**src/rtl/core/ibfcd_pkg.sv**
```systemverilog
// ----------------------------------------------------------------------------
// ibfcd_pkg
// Shared types, constants and the control store of the frame decoder.
// ----------------------------------------------------------------------------
`default_nettype none

package ibfcd_pkg;

  // Frame layout
  localparam logic [7:0]  HDR_FIRST    = 8'h20;
  localparam logic [7:0]  HDR_SECOND   = 8'h40;
  localparam logic [15:0] CK_AFTER_HDR = 16'hFF9F;
  localparam logic [15:0] CK_INIT      = 16'hFFFF;
  localparam int unsigned PAYLOAD_LEN  = 28;
  localparam int unsigned FRAME_LEN    = 30;
  localparam int unsigned STORE_AW     = $clog2(FRAME_LEN);
  localparam int unsigned BYTE_W       = 8;
  localparam int unsigned CNT_W        = 5;
  localparam int unsigned CHAN_W       = 5;
  localparam int unsigned VAL_W        = 12;

  // Program counter and fixed program locations
  localparam int unsigned PC_W = 6;
  localparam logic [PC_W-1:0] PC_WAIT = 6'd0;
  localparam logic [PC_W-1:0] PC_BYTE = 6'd1;
  localparam logic [PC_W-1:0] PC_CK0  = 6'd2;
  localparam logic [PC_W-1:0] PC_CK1  = 6'd3;
  localparam logic [PC_W-1:0] PC_CK2  = 6'd4;
  localparam logic [PC_W-1:0] PC_DATA = 6'd5;
  localparam logic [PC_W-1:0] PC_NIB  = 6'd33;
  localparam logic [PC_W-1:0] PC_LAST = 6'd44;
  localparam logic [PC_W-1:0] PC_ERR  = 6'd45;

  // Checksum word location in the store
  localparam logic [STORE_AW-1:0] ADDR_CK_LO = 5'd28;
  localparam logic [STORE_AW-1:0] ADDR_CK_HI = 5'd29;

  // Step kinds
  typedef enum logic [1:0] {
    K_WAIT,
    K_BYTE,
    K_STEP
  } kind_e;

  // How the read data of the previous step is merged
  typedef enum logic [2:0] {
    M_NONE,
    M_LO,
    M_HI,
    M_N0,
    M_N1,
    M_N2,
    M_CKLO,
    M_CKHI
  } merge_e;

  // Jump conditions
  typedef enum logic [1:0] {
    JC_NEXT,
    JC_ALWAYS,
    JC_NOT_DONE,
    JC_CK_BAD
  } jcond_e;

  typedef struct packed {
    kind_e               kind;
    logic [STORE_AW-1:0] addr;
    merge_e              merge;
    logic                emit;
    logic                status;
    logic                last;
    logic [CHAN_W-1:0]   chan;
    jcond_e              cond;
    logic [PC_W-1:0]     target;
  } ctrl_t;

  // Control store: one control word per step
  function automatic ctrl_t ctrl_rom(input logic [PC_W-1:0] pc);
    ctrl_t           c;
    logic [PC_W-1:0] rel;
    c = '{kind: K_STEP, addr: '0, merge: M_NONE, emit: 1'b0, status: 1'b0,
          last: 1'b0, chan: '0, cond: JC_NEXT, target: PC_WAIT};
    rel = '0;
    if (pc == PC_WAIT) begin
      c.kind = K_WAIT;
    end else if (pc == PC_BYTE) begin
      c.kind   = K_BYTE;
      c.cond   = JC_NOT_DONE;
      c.target = PC_WAIT;
    end else if (pc == PC_CK0) begin
      c.addr = ADDR_CK_LO;
    end else if (pc == PC_CK1) begin
      c.addr  = ADDR_CK_HI;
      c.merge = M_CKLO;
    end else if (pc == PC_CK2) begin
      c.addr   = '0;
      c.merge  = M_CKHI;
      c.cond   = JC_CK_BAD;
      c.target = PC_ERR;
    end else if (pc >= PC_DATA && pc < PC_NIB) begin
      // byte-pair channels: low byte step, then high nibble step with emit
      rel    = pc - PC_DATA;
      c.chan = CHAN_W'(rel[PC_W-1:1]);
      c.emit = rel[0];
      c.merge = rel[0] ? M_HI : M_LO;
      // last pair step fetches the first byte of the nibble channels
      c.addr = (rel == 6'd27) ? 5'd1 : STORE_AW'(rel + 6'd1);
    end else if (pc >= PC_NIB && pc <= PC_LAST) begin
      // nibble channels: three high nibbles each
      rel    = pc - PC_NIB;
      c.addr = STORE_AW'((rel << 1) + 6'd3);
      case (rel)
        6'd0, 6'd3, 6'd6, 6'd9: begin
          c.merge = M_N0;
        end
        6'd1, 6'd4, 6'd7, 6'd10: begin
          c.merge = M_N1;
        end
        6'd2: begin
          c.merge = M_N2; c.emit = 1'b1; c.chan = 5'd14;
        end
        6'd5: begin
          c.merge = M_N2; c.emit = 1'b1; c.chan = 5'd15;
        end
        6'd8: begin
          c.merge = M_N2; c.emit = 1'b1; c.chan = 5'd16;
        end
        6'd11: begin
          c.merge = M_N2; c.emit = 1'b1; c.chan = 5'd17;
          c.last = 1'b1; c.cond = JC_ALWAYS; c.target = PC_WAIT;
          c.addr = '0;
        end
        default: begin
          c.merge = M_NONE;
        end
      endcase
    end else if (pc == PC_ERR) begin
      c.emit   = 1'b1;
      c.status = 1'b1;
      c.last   = 1'b1;
      c.cond   = JC_ALWAYS;
      c.target = PC_WAIT;
    end else begin
      // unused locations return home
      c.cond   = JC_ALWAYS;
      c.target = PC_WAIT;
    end
    return c;
  endfunction

endpackage

`default_nettype wire

```
**src/rtl/core/ibus_frame_channel_decoder_top.sv**
```systemverilog
// ----------------------------------------------------------------------------
// ibus_frame_channel_decoder_top
// Serial frame decoder for 18 channels, driven by a microcoded sequencer.
// ----------------------------------------------------------------------------
// Usage:
//   Input channel: one received byte per item on rx_byte_i (in_valid_i /
//   in_stall_o). The pair 0x20,0x40 opens a frame at any time; 30 further
//   bytes follow (28 payload, checksum word low byte first).
//   Output channel: result items on status_o, channel_index_o,
//   channel_value_o, last_o (out_valid_o / out_stall_i).
//   Each byte passes an accept step, then an update step. After the 30th
//   byte of a frame is accepted, the read-out program runs its checksum read
//   steps, then on a match emits 18 results: a low byte step and a high nibble
//   step for each of channels 0..13, and for channels 14..17 a nibble step per
//   gathered high nibble; on a mismatch it emits one error item. The single
//   read port of the frame store sets the read-out pace: one byte fetched per step.
//   A stalled receiver holds the result in the output register; the
//   sequencer waits on an emit step until the register frees up, and bytes
//   are not taken during a read-out.
//   Reset clears the sequencer, the frame state and the previous-byte
//   register; no clearing pass is needed.
// ----------------------------------------------------------------------------
`default_nettype none

module ibus_frame_channel_decoder_top
  import ibfcd_pkg::*;
(
  input  wire logic              clk_i,
  input  wire logic              rst_ni,
  input  wire logic              in_valid_i,
  output logic                   in_stall_o,
  input  wire logic [BYTE_W-1:0] rx_byte_i,
  output logic                   out_valid_o,
  input  wire logic              out_stall_i,
  output logic                   status_o,
  output logic [CHAN_W-1:0]      channel_index_o,
  output logic [VAL_W-1:0]       channel_value_o,
  output logic                   last_o
);

  ctrl_t               ctrl;
  logic [PC_W-1:0]     pc_q, pc_d;
  logic [BYTE_W-1:0]   byte_q;
  logic [BYTE_W-1:0]   prev_q, prev_d;
  logic                in_frame_q, in_frame_d;
  logic [CNT_W-1:0]    cnt_q, cnt_d;
  logic [15:0]         ck_q, ck_d;
  logic [VAL_W-1:0]    acc_q, acc_d;
  logic [BYTE_W-1:0]   cw_lo_q, cw_lo_d;
  logic [BYTE_W-1:0]   rdata;
  logic                hdr, done, ck_bad, take, advance, can_load, in_acc;
  logic                st_we;

  // current control word
  assign ctrl       = ctrl_rom(pc_q);
  assign in_stall_o = (ctrl.kind != K_WAIT);
  assign in_acc     = in_valid_i && !in_stall_o;
  assign can_load   = !out_valid_o || !out_stall_i;

  // step advance: wait for a byte, or for room in the output register
  always_comb begin
    case (ctrl.kind)
      K_WAIT:  advance = in_acc;
      K_BYTE:  advance = 1'b1;
      K_STEP:  advance = !ctrl.emit || can_load;
      default: advance = 1'b1;
    endcase
  end

  // byte update: header detect, store write, running checksum
  assign hdr = (prev_q == HDR_FIRST) && (byte_q == HDR_SECOND);

  always_comb begin
    prev_d     = prev_q;
    in_frame_d = in_frame_q;
    cnt_d      = cnt_q;
    ck_d       = ck_q;
    done       = 1'b0;
    st_we      = 1'b0;
    if (ctrl.kind == K_BYTE) begin
      prev_d = byte_q;
      if (hdr) begin
        in_frame_d = 1'b1;
        cnt_d      = '0;
        ck_d       = CK_AFTER_HDR;
      end else if (in_frame_q) begin
        st_we = 1'b1;
        if (cnt_q < CNT_W'(PAYLOAD_LEN)) begin
          ck_d = ck_q - {8'h00, byte_q};
        end
        cnt_d = cnt_q + 1'b1;
        if (cnt_q == CNT_W'(FRAME_LEN - 1)) begin
          done       = 1'b1;
          in_frame_d = 1'b0;
          cnt_d      = '0;
        end
      end
    end
  end

  // frame store
  ibfcd_ram #(
    .WIDTH (BYTE_W),
    .DEPTH (FRAME_LEN)
  ) u_store (
    .clk_i   (clk_i),
    .we_i    (st_we),
    .waddr_i (cnt_q),
    .wdata_i (byte_q),
    .re_i    (advance && (ctrl.kind == K_STEP)),
    .raddr_i (ctrl.addr),
    .rdata_o (rdata)
  );

  // merge the byte fetched by the previous step
  always_comb begin
    acc_d   = acc_q;
    cw_lo_d = cw_lo_q;
    case (ctrl.merge)
      M_LO:    acc_d   = {4'h0, rdata};
      M_HI:    acc_d   = {rdata[3:0], acc_q[7:0]};
      M_N0:    acc_d   = {acc_q[11:4], rdata[7:4]};
      M_N1:    acc_d   = {acc_q[11:8], rdata[7:4], acc_q[3:0]};
      M_N2:    acc_d   = {rdata[7:4], acc_q[7:0]};
      M_CKLO:  cw_lo_d = rdata;
      default: acc_d   = acc_q;
    endcase
  end

  assign ck_bad = (ctrl.merge == M_CKHI) && ({rdata, cw_lo_q} != ck_q);

  // sequencer next step
  always_comb begin
    case (ctrl.cond)
      JC_ALWAYS:   take = 1'b1;
      JC_NOT_DONE: take = !done;
      JC_CK_BAD:   take = ck_bad;
      default:     take = 1'b0;
    endcase
    pc_d = pc_q;
    if (advance) begin
      pc_d = take ? ctrl.target : pc_q + 1'b1;
    end
  end

  // control registers
  always_ff @(posedge clk_i or negedge rst_ni) begin
    if (!rst_ni) begin
      pc_q       <= PC_WAIT;
      prev_q     <= '0;
      in_frame_q <= 1'b0;
      cnt_q      <= '0;
      ck_q       <= CK_INIT;
    end else begin
      pc_q       <= pc_d;
      prev_q     <= prev_d;
      in_frame_q <= in_frame_d;
      cnt_q      <= cnt_d;
      ck_q       <= ck_d;
    end
  end

  // datapath registers
  always_ff @(posedge clk_i) begin
    if (in_acc) begin
      byte_q <= rx_byte_i;
    end
    if (advance) begin
      acc_q   <= acc_d;
      cw_lo_q <= cw_lo_d;
    end
  end

  // output register
  always_ff @(posedge clk_i or negedge rst_ni) begin
    if (!rst_ni) begin
      out_valid_o <= 1'b0;
    end else if (ctrl.emit && advance && (ctrl.kind == K_STEP)) begin
      out_valid_o <= 1'b1;
    end else if (!out_stall_i) begin
      out_valid_o <= 1'b0;
    end
  end

  always_ff @(posedge clk_i) begin
    if (ctrl.emit && advance && (ctrl.kind == K_STEP)) begin
      status_o        <= ctrl.status;
      channel_index_o <= ctrl.chan;
      channel_value_o <= ctrl.status ? '0 : acc_d;
      last_o          <= ctrl.last;
    end
  end

endmodule

`default_nettype wire

```
**src/rtl/core/ibfcd_ram.sv**
```systemverilog
// ----------------------------------------------------------------------------
// ibfcd_ram
// Generic single-write, single-read RAM with registered read data.
// ----------------------------------------------------------------------------
`default_nettype none

module ibfcd_ram #(
  parameter int unsigned WIDTH = 8,
  parameter int unsigned DEPTH = 30
) (
  input  wire logic                     clk_i,
  input  wire logic                     we_i,
  input  wire logic [$clog2(DEPTH)-1:0] waddr_i,
  input  wire logic [WIDTH-1:0]         wdata_i,
  input  wire logic                     re_i,
  input  wire logic [$clog2(DEPTH)-1:0] raddr_i,
  output logic      [WIDTH-1:0]         rdata_o
);

  logic [WIDTH-1:0] mem_q [DEPTH];

  // write port
  always_ff @(posedge clk_i) begin
    if (we_i) begin
      mem_q[waddr_i] <= wdata_i;
    end
  end

  // registered read port
  always_ff @(posedge clk_i) begin
    if (re_i) begin
      rdata_o <= mem_q[raddr_i];
    end
  end

endmodule

`default_nettype wire

```
**config.mk**
```make
export PLATFORM = sky130hd
export DESIGN_NAME = ibus_frame_channel_decoder_top
export DESIGN_NICKNAME = d
export VERILOG_FILES = /design/src/rtl/core/ibfcd_pkg.sv /design/src/rtl/core/ibus_frame_channel_decoder_top.sv /design/src/rtl/core/ibfcd_ram.sv
export SDC_FILE = /design/constraint.sdc
export NUM_CORES = 1
export LEC_CHECK = 0
export BUFFER_PORTS_ARGS = -buffer_cell sky130_fd_sc_hd__buf_2
export CORE_ASPECT_RATIO = 0.9
export CORE_MARGIN = 2
export CORE_UTILIZATION = 40
export CTS_CLUSTER_DIAMETER = 40
export DETAILED_ROUTE_END_ITERATION = 8
export HOLD_SLACK_MARGIN = 0.15
export PLACE_DENSITY_LB_ADDON = 0.15
export SLEW_MARGIN = 20
export SYNTH_ARGS = -nofsm -noshare
export SYNTH_HDL_FRONTEND = slang
export SYNTH_SLANG_ARGS = --single-unit
```
**constraint.sdc**
```tcl
create_clock -name clk_i -period 7.5 [get_ports clk_i]
set_input_delay 1.125 -clock clk_i [delete_from_list [all_inputs] [get_ports clk_i]]
set_output_delay 1.125 -clock clk_i [all_outputs]
set_load 0.005 [all_outputs]
```
==> results of run 1 <==
-- per-stage QoR --
step           utilization  total power [µW]  cells  hold slack [ns]  instance area, µm²
2_1_floorplan            -              3450   1226            0.442               15500
3_3_place_gp         0.420              3940   1706            0.464               16100
6_report             0.461              6130   1790            0.481               17600
4_1_cts              0.461              6160   1790            0.485               17600
5_1_grt              0.461              6400   1790            0.504               17600
3_5_place_dp         0.420              3940   1706            0.474               16100
-- worst min path at each step --
stage                     depth (start not counted)   endpoint  slack [ns]       from
after floorplan                                   2  prev_q[5]        0.44  prev_q[5]
after global placement                            2  prev_q[2]        0.46  prev_q[2]
after detailed placement                          2  prev_q[5]        0.47  prev_q[5]
after CTS                                         2  prev_q[5]        0.48  prev_q[5]
after global routing                              2  prev_q[5]        0.50  prev_q[5]
final                                             2  prev_q[5]        0.48  prev_q[5]
-- placed cells by master, fill, tap and decap left out, types with 25 or more instances in the layout --
| cell | instances |
|---|---|
| buf_2 | 32 |
| clkbuf_16 | 46 |
| nor2_1 | 76 |
| o21ai_0 | 57 |
| edfxtp_1 | 295 |
| a21oi_1 | 44 |
| nand2_1 | 158 |
| inv_1 | 25 |
| nand3_1 | 77 |
| mux2i_1 | 75 |
-- flip-flops by register name, indices dropped and copies added (netlist names) --
signal,count
last_o,1
status_o,1
pc_q,6
channel_index_o,5
acc_q,12
u_store.mem_q,240
in_frame_q,1
channel_value_o,12
byte_q,8
out_valid_o,1
u_store.rdata_o,8
prev_q,8
ck_q,16
cnt_q,5
cw_lo_q,8
-- per-layer routing --
layer | routed length, µm | share of wire | vias to the layer above | global-route usage
met4 | 1000 | 0.024 | 0 | 0.0607
met3 | 2700 | 0.066 | 66 | 0.0347
met1 | 19000 | 0.46 | 5104 | 0.300
met5 | 0 | 0 | - | 0
met2 | 18200 | 0.44 | 337 | 0.320
li1 | - | - | 4737 | -
-- area by class of cell --
type / instances / area, µm² / share of cell area
Clock buffer: 50 / 1170 / 0.0661
Multi-Input combinational cell: 808 / 5270 / 0.299
Timing Repair Buffer: 50 / 295 / 0.0167
Inverter: 26 / 97.6 / 0.00553
Tap cell: 490 / 613 / 0.0347
Sequential cell: 332 / 9800 / 0.556
Clock inverter: 34 / 395 / 0.0224
-- logic make-up after synthesis --
logic type      count (synthesis)  synth area share
simple gates                  436             0.143
flops                         332             0.632
compound gates                244             0.112
buf+inv                        86            0.0281
mux                            84            0.0549
xor+xnor                       25            0.0141
fa+ha+maj                      19            0.0158
-- power groups by stage --
stage | sequential (µW) | combinational [µW] | clock [µW]
floorplan | 2400 | 1040 | 0
finish | 2420 | 1500 | 2210
global placement | 2450 | 1490 | 0
detailed placement | 2450 | 1490 | 0
global route | 2430 | 1640 | 2320
CTS | 2420 | 1500 | 2250
-- worst max-delay path: stages (launching register included) --
cell and delay [ns]:
dfrtp_1 0.70, inv_1 0.33, ha_1 0.84, and2b_1 0.34, nor3_1 0.30, o211ai_1 0.21
o21ai_2 0.56, nand2_2 0.68, nor4_2 0.87, a32oi_1 0.21, o211ai_1 0.21, nor4_2 0.09
==> impl_results.md, run 1 <==
- CP max FO: 31
- First-pass GRT wire length: approximately 62 mm
- RSZ-0062 raised after global routing: no
- DRC viols: 0
- Post-synth cell types: 94
- Core ar.: 0.0383 mm²
- #FFs+latches synth: about 330
- Area delta synth->final: 13.7%
- RD Place Congestion: 0.900
- Pre-CTS WS: about 2.0 ns
- Synth warnings: 0
- Commonest cells in the netlist: 295 x edfxtp_1, 158 x nand2_1, 77 x nand3_1
- Post-cts resize count: 0
- Via Count: 10200
- Die area: 0.0404 mm²
- Final WL: 41.0 mm
- PD cells: 348 mW/mm²
- Least-Margin Pin Slew: 1.11 ns
- Most frequent cell after synthesis: edfxtp_1
- Cts bufs inserted: 46
- Final Max Slew Viols: 0
- Ports: 33
- First-pass DRT Iterations: 5
- Fillers: 3471
- Seq/Total Area, Yosys: 0.632
- Kind of critical path: register to register
- Post-DP HPWL: 27.0 mm
- Remaining Overflow, GRT: 0
- Sw Share: 0.328
- GR Util All Layers: 0.207
- Ys flop type: edfxtp_1
- Row count: 68
- Fraction of registers with async set/reset: 0.111
- Vias in the first global route: 9861
- Syn_area_per_cell: 12.7 µm²
- Sw Pwr: 2010 µW
- Hold_buf cts: 0
- Fmax achieved: 178 MHz
- Slew headroom: 0.257
- Clock Path Buffers: 3
- Initial antenna violation count: 0
- Worst-path clk slew: 0.06 ns
- DR WL/cell: 22.9 µm
- Post-synth EDFFs: 295
- Setup Buffers After CTS: 0
- Input/output buffers: 32
- Share of the synthesized area in the top cell type: 0.571
- Syn_nets: 1257
- Fin crit period: 5.63 ns
- Cell taking the most area after synthesis: edfxtp_1
- Period utilization: 0.751
- Initial core utilization: 0.405
- # nets final: 1295
- Crit path required time: 7.79 ns
- CP startpoint kind: register
- Internal power: 4120 µW
- Endpoints failing hold: 0
- HP Class: register to register
- Worst flop-to-flop path endpoint: u_store.rdata_o[1]
- Max IR drop VDD: roughly 0.23 mV
- Crit. End Element: register
- ANT cells: 0
- Comb power frac: 0.245
- Clock Sinks: 332
- H-tree depth: 2
- Critical path endpoint: u_store.rdata_o[1]
- Clk_lat worst skew: 0.56 ns
- Final Skew: 0.0198 ns
- Vias per inst: 5.72
- Reg power frac: 0.394
- Final WS setup: 1.87 ns
- Netlist Area Pre-Place: 0.0155 mm²
- Die width: 212 µm
- Total negative slack: 0 ns
- Routed Antenna Nets: 0
- Die Ht: 191 µm
- Cells after synthesis: between 1000 and 1500
- Worst setup path start: pc_q[0]
- Clock root buffer master: clkbuf_16
- R2R Setup Slk: around 1.9 ns
- Total of max-cap violations: 0
- P_leak: 0.00593 µW
- CTS tree: done
- Layout cells sized above 1: 0.160
- R2R depth: 11
- Status: completed
- Worst EP arrival: 5.92 ns
- Largest net degree at the start of global routing: 60
- Final setup violation count: 0
- Iter 0 DRT Violations: 950
- Clock network fraction of total power: 0.360
- R2r startpoint: pc_q[0]
- Area contributors post-synth: edfxtp_1 57%, mux2i_1 4.8%, nand2_1 3.8%
(Power assumes the default switching activity.)
==> inputs of run 2 (changes only) <==
Clock period 7.5 ns to 4.9 ns, I/O delays scaled along.
==> impl_results.md, run 2 (same netlist as run 1, synthesis figures left out) <==
- Status: completed
- Total negative slack: 0 ns (unchanged)
- First-pass GRT wire length: 62.7 mm (+0.69%)
- Slew headroom: 0.320 (+0.0626)
- Reg power frac: 0.406 (+0.012)
- Die width: 212 µm (unchanged)
- Largest Register: u_store.mem_q
- Worst-path clk slew: 0.06 ns (about the same)
- Vias in the first global route: 9943 (+0.83%)
- Clk_lat worst skew: 0.55 ns (about the same)
- Comb power frac: 0.263 (+0.018)
- Iter 0 DRT Violations: 842 (-11%)
- Max IR drop VDD: 0.296 mV (+27%)
- Final WL: 41.7 mm (+1.8%)
- Largest net degree at the start of global routing: 60 (unchanged)
- Final setup violation count: 0 (unchanged)
- Initial core utilization: 0.405 (unchanged)
- Period utilization: 0.879 (+0.128)
- Kind of critical path: register to register
- Largest regs: u_store.mem_q: 240 flops, ck_q: 16 flops
- R2r startpoint: pc_q[1]
- Largest register FFs: 240 (unchanged)
- RSZ-0062 raised after global routing: no
- Fmax achieved: 232 MHz (+31%)
- Crit path required time: 5.19 ns (-2.60 ns)
- Routed Antenna Nets: 0 (unchanged)
- Commonest non-fill, non-tap cell in the layout: edfxtp_1
- Worst EP arrival: 4.60 ns (-1.32 ns)
- Die Ht: 191 µm (unchanged)
- ANT cells: 0 (unchanged)
- Post-DP HPWL: 27.6 mm (+2.2%)
- Post-cts resize count: 0 (unchanged)
- Final WS setup: 0.593 ns (-1.28 ns)
- Total of max-cap violations: 0 (unchanged)
- First-pass DRT Iterations: 6 (+1)
- Placed cell area: 0.0163 mm² (+1.1%)
- Via Count: 10200 (-0.15%)
- RD Place Congestion: 0.916 (+1.8%)
- Commonest non-fill, non-tap cells in the layout: 295 x edfxtp_1, 158 x nand2_1, 77 x nand3_1
- Ports: 33 (unchanged)
- DRC viols: 0 (unchanged)
- Sw Share: 0.331 (+0.00322)
- Input/output buffers: 32 (unchanged)
- P_leak: 0.00591 µW (-0.19%)
- Final Skew: 0.0208 ns (+0.00104 ns)
- Fin area: 0.0176 mm² (about the same)
- Cts bufs inserted: 43 (-6.5%)
- Row count: 68 (unchanged)
- Internal power: 6060 µW (+47%)
- Initial antenna violation count: 0 (unchanged)
- Clock network fraction of total power: 0.331 (-0.029)
- Vias per inst: 5.69 (-0.59%)
- Clock Path Buffers: 3 (unchanged)
- CP max FO: 20 (-35%)
- Crit. End Element: register
- Layout cells sized above 1: 0.161 (+0.00131)
- Core ar.: 0.0383 mm² (unchanged)
- Area delta synth->final: 13.6% (about the same)
- Fin crit period: 4.31 ns (-1.32 ns)
- PD cells: 514 mW/mm² (+48%)
- HP Class: input pin to async pin
- Non-Filler Instances: 1798 (+0.45%)
- Final Max Slew Viols: 0 (unchanged)
- Placed cell count: 1722 (+0.94%)
- DR WL/cell: 23.2 µm (+1.4%)
- Least-Margin Pin Slew: 1.01 ns (-0.102 ns)
- Sw Pwr: 3000 µW (+49%)
- CP startpoint kind: register
- Endpoints failing hold: 0 (unchanged)
- H-tree depth: 2 (unchanged)
- Clock root buffer master: clkbuf_16
- R2R depth: 10 (-1)
- Worst setup path start: pc_q[1]
- CTS tree: done
- Die area: 0.0404 mm² (unchanged)
- Pre-CTS WS: 0.692 ns (-1.31 ns)
- Remaining Overflow, GRT: 0 (unchanged)
- GR Util All Layers: 0.210 (+0.00276)
- Hold_buf cts: 0 (unchanged)
- Setup Buffers After CTS: 0 (unchanged)
- Clock Sinks: 332 (unchanged)
- # nets final: 1308 (+1.0%)
## run 2: changes by cell type in the layout (fill, tap and decap cells not counted), sizes merged
cell and change:
clkinv -4, clkbuf +1, inv -1, buf +16
bufinv -4
## run 2: final timing paths
check	endpoint	slack, ns
hold / removal	pc_q[2]	0.32
min in group clk_i	byte_q[2]	0.37
max in group asynchronous	cnt_q[0]	3.99
setup reg to reg	u_store.rdata_o[3]	0.59
setup / recovery	u_store.rdata_o[3]	0.59
hold reg to reg	prev_q[1]	0.49
## run 2: per-layer routing
metal,vias up,global-route usage,wire length (µm)
li1,4756,-,-
met5,-,0,0
met2,347,0.327,18700
met3,90,0.0321,2300
met4,0,0.0842,1660
met1,5036,0.295,19100
## run 2: power groups by stage
stage,sequential (µW),clock (µW),combinational (µW)
5_1_grt,3690,3180,2600
4_1_cts,3680,3070,2370
3_5_place_dp,3730,0,2360
2_1_floorplan,3680,0,1590
3_3_place_gp,3730,0,2360
6_report,3680,3000,2390
## run 2: area by class of cell
cell class / count / area, µm²
clock buffers: 51 / 1130
clock inverters: 25 / 235
fillers: 3482 / 20700
inverters: 26 / 97.6
multi-input cells: 808 / 5270
flip-flops and latches: 332 / 9800
well taps: 490 / 613
repair buffers: 66 / 478
## run 2: critical path, stage by stage (launching register included)
cell,delay (ns)
dfrtp_1,0.38
inv_1,0.17
ha_1,0.59
and2b_1,0.32
nor3_1,0.32
o21ai_0,0.14
o2111a_1,0.27
o21ai_0,0.79
nand3_1,0.54
o211ai_1,0.48
nor4_2,0.06
## run 2: stage by stage
stage / hold WS (ns) / total power (µW) / util
6_report: 0.317 / 9060 / 0.460
5_1_grt: 0.358 / 9480 / 0.460
4_1_cts: 0.346 / 9120 / 0.460
3_5_place_dp: 0.477 / 6090 / 0.425
3_3_place_gp: 0.467 / 6090 / 0.425
2_1_floorplan: 0.439 / 5270 / -
==> inputs of run 3 (changes only) <==
Settings changed: CTS_BUF_LIST from default to sky130_fd_sc_hd__clkbuf_8 sky130_fd_sc_hd__clkbuf_16, GPL_ROUTABILITY_DRIVEN from default to 0.
==> impl_results.md, run 3 (same netlist as run 1, synthesis figures left out) <==
- Status: completed
- Post-cts resize count: 0 (unchanged)
- First-pass DRT Iterations: 5 (-1)
- Worst-path clk slew: 0.06 ns (about the same)
- CP startpoint kind: register
- Vias per inst: 5.70 (+0.15%)
- Core ar.: 0.0383 mm² (unchanged)
- Die Ht: 191 µm (unchanged)
- Clk_lat worst skew: 0.55 ns (about the same)
- ANT cells: 0 (unchanged)
- Clock Path Buffers: 3 (unchanged)
- GR Util All Layers: 0.210 (unchanged)
- Tot Pwr: 9050 µW (-0.17%)
- H-tree depth: 2 (unchanged)
- Post-DP HPWL: 27.6 mm (unchanged)
- CP max FO: 20 (unchanged)
- RSZ-0062 raised after global routing: no
- Kind of critical path: register to register
- First-pass GRT wire length: 62.7 mm (about the same)
- Fmax achieved: 232 MHz (about the same)
- DRC viols: 0 (unchanged)
- Clock Sinks: 332 (unchanged)
- DR WL/cell: 23.2 µm (-0.12%)
- # nets final: 1308 (unchanged)
- Die area: 0.0404 mm² (unchanged)
- Slew headroom: 0.319 (-0.000960)
- Iter 0 DRT Violations: 855 (+1.5%)
- Worst EP arrival: 4.60 ns (about the same)
- Period utilization: 0.879 (about the same)
- Input/output buffers: 32 (unchanged)
- Final WL: 41.7 mm (-0.12%)
- Largest register FFs: 240 (unchanged)
- Crit path required time: 5.19 ns (about the same)
- Final Max Slew Viols: 0 (unchanged)
- P_leak: 0.00594 µW (+0.49%)
- Final setup violation count: 0 (unchanged)
- Routed Antenna Nets: 0 (unchanged)
- Crit. End Element: register
- Remaining Overflow, GRT: 0 (unchanged)
- Final Skew: 0.0215 ns (+0.000662 ns)
- Area delta synth->final: 13.6% (unchanged)
- Clock root buffer master: clkbuf_16
- Largest net degree at the start of global routing: 60 (unchanged)
- CTS tree: done
- HP Class: input pin to async pin
- Fin crit period: 4.31 ns (-0.00121 ns)
- Commonest non-fill, non-tap cells in the layout: 295 x edfxtp_1, 158 x nand2_1, 77 x nand3_1
- Row count: 68 (unchanged)
- Cts bufs inserted: 43 (unchanged)
- Initial antenna violation count: 0 (unchanged)
- Largest regs: u_store.mem_q: 240 flops, ck_q: 16 flops
- Endpoints failing hold: 0 (unchanged)
- Setup Buffers After CTS: 0 (unchanged)
- Total negative slack: 0 ns (unchanged)
- Max IR drop VDD: 0.296 mV (about the same)
- Die width: 212 µm (unchanged)
- Via Count: 10200 (+0.15%)
- Ports: 33 (unchanged)
- Total of max-cap violations: 0 (unchanged)
- Vias in the first global route: 9944 (+0.010%)
- Least-Margin Pin Slew: 1.01 ns (+0.00142 ns)
- Hold_buf cts: 0 (unchanged)
- Utilization after layout: 0.460 (unchanged)
- Commonest non-fill, non-tap cell in the layout: edfxtp_1
- Initial core utilization: 0.405 (unchanged)
- Layout cells sized above 1: 0.161 (unchanged)
- Largest Register: u_store.mem_q
- PD cells: 513 mW/mm² (-0.17%)
[run 3: cell type report]
| cell class | count | area [µm²] |
|---|---|---|
| Inverter | 26 | 97.6 |
| Clock inverter | 32 | 262 |
| Fill cell | 3482 | 20700 |
| Multi-Input combinational cell | 808 | 5270 |
| Sequential cell | 332 | 9800 |
| Tap cell | 490 | 613 |
| Clock buffer | 44 | 1100 |
| Timing Repair Buffer | 66 | 478 |
[run 3: through the flow]
step / instance area, µm² / worst slack [ns] / std cells / hold WS (ns)
6_report: 17600 / 0.594 / 1798 / 0.317
5_1_grt: 17600 / 0.306 / 1798 / 0.358
4_1_cts: 17600 / 0.692 / 1798 / 0.346
3_5_place_dp: 16300 / 0.692 / 1722 / 0.477
3_3_place_gp: 16300 / 0.661 / 1722 / 0.467
2_1_floorplan: 15500 / 0.833 / 1226 / 0.439
[run 3: worst max-delay path, cell delays in order (launching register included)]
cell	delay, ns
dfrtp_1	0.38
inv_1	0.17
ha_1	0.59
and2b_1	0.32
nor3_1	0.33
o21ai_0	0.14
o2111a_1	0.27
o21ai_0	0.79
nand3_1	0.54
o211ai_1	0.47
nor4_2	0.06
[run 3: path summary, 6_finish.rpt]
check / startpoint / depth (start not counted) / endpoint / slack (ns)
setup / recovery: pc_q[1] / 10 / u_store.rdata_o[3] / 0.59
hold / removal: rst_ni / 1 / pc_q[2] / 0.32
setup reg to reg: pc_q[1] / 10 / u_store.rdata_o[3] / 0.59
hold reg to reg: prev_q[1] / 2 / prev_q[1] / 0.49
max in group asynchronous: rst_ni / 1 / cnt_q[0] / 4.00
min in group clk_i: rx_byte_i[2] / 1 / byte_q[2] / 0.37
[run 3: routing by layer]
metal | GRT usage | routed length [µm]
met3 | 0.0321 | 2340
met2 | 0.327 | 18700
met1 | 0.295 | 18900
met4 | 0.0842 | 1640
met5 | 0 | 0
[run 3: power by group]
part	switching, µW	total [µW]	leakage [µW]	internal, µW
Clock	1230	2980	0.000678	1760
Combinational	1580	2380	0.00214	805
Sequential	197	3680	0.00312	3480
